==> src/sv/nrsx_pkg.sv <==
// Package with the item types, command codes and register indexes of the NRPN forwarder.
`default_nettype none
package nrsx_pkg;

  localparam logic [1:0] CMD_TICK = 2'd0;
  localparam logic [1:0] CMD_NRPN = 2'd1;
  localparam logic [1:0] CMD_KNOB = 2'd2;

  localparam logic [1:0] CFG_HOLDOFF_TICKS   = 2'd0;
  localparam logic [1:0] CFG_ID_PARAM_NUMBER = 2'd1;
  localparam logic [1:0] CFG_HIGHEST_PARAM   = 2'd2;

  localparam int CfgDataW = 14;

  localparam logic [7:0] RST_HOLDOFF_TICKS = 8'd10;
  localparam logic [13:0] RST_ID_PARAM     = 14'd1024;
  localparam logic [13:0] RST_HIGHEST      = 14'd382;

  localparam int MsgLen = 10;
  localparam int MsgIdxW = $clog2(MsgLen);

  localparam int FifoDepth = 2;
  localparam int FifoPtrW = $clog2(FifoDepth);
  localparam int FifoCntW = $clog2(FifoDepth + 1);

  typedef struct packed {
    logic [1:0]  cmd;
    logic [13:0] param_number;
    logic [13:0] param_value;
    logic [9:0]  knob_level;
  } in_t;

  typedef struct packed {
    logic [7:0] out_byte;
    logic       last_byte;
  } out_t;

  typedef struct packed {
    logic [6:0]  id;
    logic [13:0] number;
    logic [6:0]  value;
  } msg_t;

endpackage
`default_nettype wire

==> src/sv/nrsx_front.sv <==
// Front end: accepts items, keeps the holdoff counter, device id and holding slot.
`default_nettype none
module nrsx_front (
  input  wire logic          clk,
  input  wire logic          rst_n,
  input  wire logic          in_valid,
  output logic               in_stall,
  input  wire nrsx_pkg::in_t in_data,
  input  wire logic          cfg_valid,
  input  wire logic [1:0]    cfg_index,
  input  wire logic [nrsx_pkg::CfgDataW-1:0] cfg_data,
  input  wire logic          q_full,
  output logic               q_push,
  output nrsx_pkg::msg_t     q_data
);
  import nrsx_pkg::*;

  logic [7:0]  holdoff_ticks_r;
  logic [13:0] id_param_r;
  logic [13:0] highest_r;
  logic [7:0]  count_r, count_nxt;
  logic [6:0]  device_id_r, device_id_nxt;
  logic        slot_full_r, slot_full_nxt;
  msg_t        held_r, held_nxt;
  logic        accept;
  logic [7:0]  count_dec;
  logic [6:0]  val7;

  assign in_stall  = q_full;
  assign accept    = in_valid && !in_stall;
  assign count_dec = (count_r != 8'd0) ? count_r - 8'd1 : 8'd0;
  assign val7      = in_data.param_value[13:7];

  always_comb begin
    count_nxt     = count_r;
    device_id_nxt = device_id_r;
    slot_full_nxt = slot_full_r;
    held_nxt      = held_r;
    q_push        = 1'b0;
    q_data        = '{id: device_id_r, number: in_data.param_number, value: val7};
    if (accept) begin
      unique case (in_data.cmd)
        CMD_TICK: begin
          count_nxt = count_dec;
          q_data    = held_r;
          if (count_dec == 8'd0 && slot_full_r) begin
            slot_full_nxt = 1'b0;
            q_push        = 1'b1;
            count_nxt     = holdoff_ticks_r;
          end
        end
        CMD_NRPN: begin
          if (in_data.param_number == id_param_r) begin
            device_id_nxt = val7;
          end else if (in_data.param_number <= highest_r) begin
            if (count_r != 8'd0) begin
              held_nxt      = q_data;
              slot_full_nxt = 1'b1;
            end else begin
              q_push    = 1'b1;
              count_nxt = holdoff_ticks_r;
            end
          end
        end
        CMD_KNOB: begin
          device_id_nxt = {3'd0, in_data.knob_level[9:6]};
        end
        default: begin
        end
      endcase
    end
  end

  always_ff @(posedge clk) begin
    if (!rst_n) begin
      holdoff_ticks_r <= RST_HOLDOFF_TICKS;
      id_param_r      <= RST_ID_PARAM;
      highest_r       <= RST_HIGHEST;
      count_r         <= 8'd0;
      device_id_r     <= 7'd0;
      slot_full_r     <= 1'b0;
    end else begin
      count_r     <= count_nxt;
      device_id_r <= device_id_nxt;
      slot_full_r <= slot_full_nxt;
      if (cfg_valid) begin
        unique case (cfg_index)
          CFG_HOLDOFF_TICKS:   holdoff_ticks_r <= cfg_data[7:0];
          CFG_ID_PARAM_NUMBER: id_param_r      <= cfg_data[13:0];
          CFG_HIGHEST_PARAM:   highest_r       <= cfg_data[13:0];
          default: begin
          end
        endcase
      end
    end
  end

  always_ff @(posedge clk) begin
    held_r <= held_nxt;
  end

endmodule
`default_nettype wire

==> src/sv/nrsx_fifo.sv <==
// Short message queue between the front end and the byte serializer.
`default_nettype none
module nrsx_fifo (
  input  wire logic           clk,
  input  wire logic           rst_n,
  input  wire logic           push,
  input  wire nrsx_pkg::msg_t push_data,
  input  wire logic           pop,
  output nrsx_pkg::msg_t      pop_data,
  output logic                full,
  output logic                empty
);
  import nrsx_pkg::*;

  msg_t                mem_r [FifoDepth];
  logic [FifoPtrW-1:0] wr_ptr_r, rd_ptr_r;
  logic [FifoCntW-1:0] count_r;
  logic                do_push, do_pop;

  assign full     = (count_r == FifoCntW'(FifoDepth));
  assign empty    = (count_r == '0);
  assign do_push  = push && !full;
  assign do_pop   = pop && !empty;
  assign pop_data = mem_r[rd_ptr_r];

  always_ff @(posedge clk) begin
    if (do_push) begin
      mem_r[wr_ptr_r] <= push_data;
    end
  end

  always_ff @(posedge clk) begin
    if (!rst_n) begin
      wr_ptr_r <= '0;
      rd_ptr_r <= '0;
      count_r  <= '0;
    end else begin
      if (do_push) begin
        wr_ptr_r <= (wr_ptr_r == FifoPtrW'(FifoDepth - 1)) ? '0 : wr_ptr_r + 1'b1;
      end
      if (do_pop) begin
        rd_ptr_r <= (rd_ptr_r == FifoPtrW'(FifoDepth - 1)) ? '0 : rd_ptr_r + 1'b1;
      end
      unique case ({do_push, do_pop})
        2'b10:   count_r <= count_r + 1'b1;
        2'b01:   count_r <= count_r - 1'b1;
        default: count_r <= count_r;
      endcase
    end
  end

endmodule
`default_nettype wire

==> src/sv/nrsx_back.sv <==
// Back end: turns each queued message into ten framed system-exclusive bytes.
`default_nettype none
module nrsx_back (
  input  wire logic           clk,
  input  wire logic           rst_n,
  input  wire logic           q_empty,
  input  wire nrsx_pkg::msg_t q_data,
  output logic                q_pop,
  output logic                out_valid,
  input  wire logic           out_stall,
  output nrsx_pkg::out_t      out_data
);
  import nrsx_pkg::*;

  msg_t               msg_r;
  logic               busy_r;
  logic [MsgIdxW-1:0] idx_r;
  logic               take, last;

  assign out_valid = busy_r;
  assign take      = busy_r && !out_stall;
  assign last      = (idx_r == MsgIdxW'(MsgLen - 1));
  assign q_pop     = !q_empty && (!busy_r || (take && last));

  always_comb begin
    out_data.last_byte = last;
    unique case (idx_r)
      4'd0:    out_data.out_byte = 8'hF0;
      4'd1:    out_data.out_byte = 8'h3E;
      4'd2:    out_data.out_byte = 8'h13;
      4'd3:    out_data.out_byte = {1'b0, msg_r.id};
      4'd4:    out_data.out_byte = 8'h20;
      4'd5:    out_data.out_byte = 8'h00;
      4'd6:    out_data.out_byte = {1'b0, msg_r.number[13:7]};
      4'd7:    out_data.out_byte = {1'b0, msg_r.number[6:0]};
      4'd8:    out_data.out_byte = {1'b0, msg_r.value};
      4'd9:    out_data.out_byte = 8'hF7;
      default: out_data.out_byte = 8'h00;
    endcase
  end

  always_ff @(posedge clk) begin
    if (q_pop) begin
      msg_r <= q_data;
    end
  end

  always_ff @(posedge clk) begin
    if (!rst_n) begin
      busy_r <= 1'b0;
      idx_r  <= '0;
    end else if (q_pop) begin
      busy_r <= 1'b1;
      idx_r  <= '0;
    end else if (take) begin
      if (last) begin
        busy_r <= 1'b0;
        idx_r  <= '0;
      end else begin
        idx_r <= idx_r + 1'b1;
      end
    end
  end

endmodule
`default_nettype wire

==> src/sv/nrpn_to_sysex_rate_limiter.sv <==
// Top level of the NRPN to system-exclusive forwarder with transmit holdoff.
//
//   Channel  Handshake             Payload
//   in       in_valid / in_stall   in_data (cmd, param_number, param_value, knob_level)
//   out      out_valid / out_stall out_data (out_byte, last_byte)
//   cfg      cfg_valid / cfg_ready cfg_index, cfg_data
//
// The front end takes one item per cycle while the queue is not full; a sent message is ten output bytes.
// The output rate is set by the serializer, one byte per cycle while out_stall is low.
// The input stalls only while the two-entry message queue is full.
// Reset is synchronous and clears the counter, id, slot, queue and serializer.
// Configuration writes are always ready and take effect on the next cycle.
`default_nettype none
module nrpn_to_sysex_rate_limiter (
  input  wire logic           clk,
  input  wire logic           rst_n,
  input  wire logic           in_valid,
  output logic                in_stall,
  input  wire nrsx_pkg::in_t  in_data,
  output logic                out_valid,
  input  wire logic           out_stall,
  output nrsx_pkg::out_t      out_data,
  input  wire logic           cfg_valid,
  output logic                cfg_ready,
  input  wire logic [1:0]     cfg_index,
  input  wire logic [nrsx_pkg::CfgDataW-1:0] cfg_data
);
  import nrsx_pkg::*;

  logic q_push, q_pop, q_full, q_empty;
  msg_t q_in, q_out;

  assign cfg_ready = 1'b1;

  nrsx_front u_front (
    .clk       (clk),
    .rst_n     (rst_n),
    .in_valid  (in_valid),
    .in_stall  (in_stall),
    .in_data   (in_data),
    .cfg_valid (cfg_valid && cfg_ready),
    .cfg_index (cfg_index),
    .cfg_data  (cfg_data),
    .q_full    (q_full),
    .q_push    (q_push),
    .q_data    (q_in)
  );

  nrsx_fifo u_fifo (
    .clk       (clk),
    .rst_n     (rst_n),
    .push      (q_push),
    .push_data (q_in),
    .pop       (q_pop),
    .pop_data  (q_out),
    .full      (q_full),
    .empty     (q_empty)
  );

  nrsx_back u_back (
    .clk       (clk),
    .rst_n     (rst_n),
    .q_empty   (q_empty),
    .q_data    (q_out),
    .q_pop     (q_pop),
    .out_valid (out_valid),
    .out_stall (out_stall),
    .out_data  (out_data)
  );

endmodule
`default_nettype wire

==> config.mk <==
export PLATFORM = sky130hd
export DESIGN_NAME = nrpn_to_sysex_rate_limiter
export DESIGN_NICKNAME = d
export VERILOG_FILES = /design/src/sv/nrsx_pkg.sv /design/src/sv/nrsx_front.sv /design/src/sv/nrsx_fifo.sv /design/src/sv/nrsx_back.sv /design/src/sv/nrpn_to_sysex_rate_limiter.sv
export SDC_FILE = /design/constraint.sdc
export NUM_CORES = 1
export LEC_CHECK = 0
export ABC_AREA = 0
export BUFFER_PORTS_ARGS = -buffer_cell sky130_fd_sc_hd__buf_4
export CORE_MARGIN = 2
export CORE_UTILIZATION = 45
export CTS_CLUSTER_SIZE = 30
export DETAILED_ROUTE_END_ITERATION = 10
export GPL_TIMING_DRIVEN = 0
export PLACE_DENSITY = 0.71
export SLEW_MARGIN = 20
export SYNTH_ARGS = -nofsm -noshare
export SYNTH_HDL_FRONTEND = slang
export SYNTH_SLANG_ARGS = --single-unit
==> constraint.sdc <==
create_clock -name clk -period 6.2 [get_ports clk]
set_input_delay 0.62 -clock clk [delete_from_list [all_inputs] [get_ports clk]]
set_output_delay 0.62 -clock clk [all_outputs]
set_load 0.02 [all_outputs]
==> reports/qor.csv <==
metric,value,unit
worst-slew-pin-transition,1.095,ns
hold_ws,0.3857,ns
cpMostUsedCell,ha_1,
rsz0062_at_grt,no,
r2r_end,u_fifo.count_r[1],
die_w,135.2,um
path_buf_inv,1,
post_cts_buffers,0,
grt_max_degree,30,
syn_avg_cell_area,11.34,sq um
clock_tree.htree_level_count,4,
synth_top_family_by_area,simple AND/OR/NAND/NOR gates,
ys_async_sr_fraction,0,%
finalSetupViolCount,0,
core_area,16700,sq um
regToRegSetupSlack,2.67,ns
r2r-start,u_front.count_r[0],
synth-edff-count,112,
drv_cap,0,
critPathMaxStageDelay,0.68,ns
reg2reg_depth,10,
syn-cell-area,7747,sq um
crit_slowest_cell,or4_1,
finalHoldViolations,0,
cts_tree,yes,
grtUsageTotal,19.13,%
synth.mux.area_fraction,8.705,%
slew_violations,0,
cts_root_buffer,clkbuf_16,
start_util,46.39,%
pre_cts_ws,2.528,ns
gp_congestion,0.8867,
area_growth,18.30,%
first_pass_iters,6,
yosys.area_share.simple,12.94,%
yosys_warnings,0,
ios,73,
synth_top_cell_by_area,edfxtp_1,
place.port_buffers,58,
final.period_utilization,56.95,%
fin_skew,0.007144,ns
synth.most_common_cell,nand2_1,
ys_seq_elements,173,
synthTopCellsByCount,"nand2_1 (122), edfxtp_1 (112), dfxtp_1 (61), a21oi_1 (59), mux2_2 (43)",
clock_latency,0.43,ns
critical_path.top_delay_family,simple AND/OR/NAND/NOR gates,
die_h,135.2,um
n_antenna_cell,0,
yosys.area_share.xor_xnor,2.261,%
drt_wl_total,16790,um
fin_crit,3.531,ns
grt_pass1_wl,26990,um
synthCells,683,
dieArea,18280,sq um
layout.nets,841,
fin_tns_setup,0,ns
grt.overflow.total,0,
synthAdderAreaFrac,2.584,%
power_leakage,3.295,nW
synthTopCellsByArea,"edfxtp_1 (43%), dfxtp_1 (16%), mux2_2 (6.3%)",
synth_flop_cell,edfxtp_1,
cts_resized,0,
clock_sink_count,173,
drive_above_1_share,19.56,%
cp_max_fo,7,
antenna_found_initial,0,
seq_area_frac_synth,59.17,%
dp_hpwl,12320,um
wl_per_cell,16.84,um
status,finished clean,
critPathKind,register to register,
num_vias,5435,
holdPathStages,1,
worstHoldEndpoint,u_front.held_r[1],
slew_headroom,26.03,%
power_density,331.5,nW/um^2
crit_chain,inv_1 > ha_1 > xnor2_1 > nor4b_1 > a21oi_2 > or4_1 > and2_1 > ha_1 > or3_1 > a21oi_1,
end_kind,register,
synth_fp_nets,760,
synth_compound_area_share,11.34,%
cts_hold_buffers,0,
min_from,in_data[18],
cp.arrival,3.89,ns
grt_pass1_vias,5303,
cts_made_buffers,17,
clk_pin_slew,0.07,ns
crit_required,6.56,ns
worstHoldPathType,input port to register,
rows,47,
setup_slack,2.669,ns
ant_nets,0,
fmax,283.2,MHz
via_per_inst,5.451,
yosysTopAreaCellShare,43.41,%
vdd_drop_max,0.2205,mV
cts.path.max_buffers,2,
critPathLaunchType,register,
post-route-drc-count,0,
drtIter0Drc,390,
ys_types,66,
## metal layers
layer	vias to the layer above	global-route usage, %	wire length [um]
met2	168	31.78	8251
met5	-	0	0
met4	0	8.449	447
li1	2648	-	-
met1	2582	24.61	7260
met3	37	3.479	827
## sequential cells by signal (all words and copies together), names as in the netlist
name                     flops
u_back.msg_r                28
u_front.id_param_r          14
u_front.held_r              28
u_front.highest_r           14
u_back.idx_r                 4
u_fifo.wr_ptr_r              1
u_back.out_valid             1
u_front.holdoff_ticks_r      8
u_fifo.rd_ptr_r              1
u_front.count_r              8
u_fifo.count_r               2
u_front.slot_full_r          1
u_front.device_id_r          7
u_fifo.mem_r                56
## per-stage QoR
stage                     total power [mW]  utilization, %  cell area [sq um]  instances
after global placement               1.949           50.64               8458        961
after CTS                            3.056           54.88               9165        997
final                                3.038           54.88               9165        997
after global routing                 3.164           54.88               9165        997
after floorplan                      1.788               -               7747        683
after detailed placement             1.973           51.25               8559        965
## power by group
group          internal, mW  leakage [nW]  total [mW]  switching [mW]
Clock                 0.646         0.288        1.09           0.442
Combinational         0.220          1.49       0.534           0.314
Sequential             1.37          1.52        1.42          0.0498
## cells by family after synthesis
logic type | after synthesis
AO/OA/AOI/OAI | 137
buffers and inverters | 59
adder cells (fa/ha/maj) | 16
XOR/XNOR | 20
multiplexers | 62
flip-flops | 173
other | 1
AND/OR/NAND/NOR | 215
## placed cells by master, fill, tap and decap left out, types with 5 or more instances in the layout
cell type	synthesis	routed
and2_1	6	6
nand4_1	5	5
edfxtp_1	112	112
mux2i_1	19	19
nor2_1	26	26
nor3_1	6	5
dfxtp_1	61	61
ha_1	16	16
nor2b_1	5	5
xnor2_1	18	18
clkbuf_16	0	17
nand3_1	12	12
or3_1	6	6
inv_1	25	24
buf_4	2	61
o211ai_1	11	11
nand2_1	122	122
mux2_2	43	43
a21oi_1	59	58
o21ai_0	18	18
clkbuf_1	27	28
nand2b_1	5	5
buf_1	5	5
## layout make-up
class,instances,area [sq um]
well taps,220,275.3
clock inverters,13,162.7
repair buffers,62,509.2
flip-flops and latches,173,4584
plain buffers,34,135.1
fillers,1411,7536
multi-input cells,451,2962
inverters,25,93.84
clock buffers,19,442.9
## worst max path at each step
stage	from	to	cells past startpoint
after floorplan	in_data[36]	u_front.held_r[0]	7
after global placement	in_data[36]	u_front.held_r[12]	8
after detailed placement	in_data[36]	u_fifo.count_r[1]	11
after CTS	u_front.count_r[0]	u_fifo.count_r[1]	10
after global routing	u_front.count_r[0]	u_fifo.count_r[1]	10
final	u_front.count_r[0]	u_fifo.count_r[1]	10
Power figures use the tool's default switching activity.
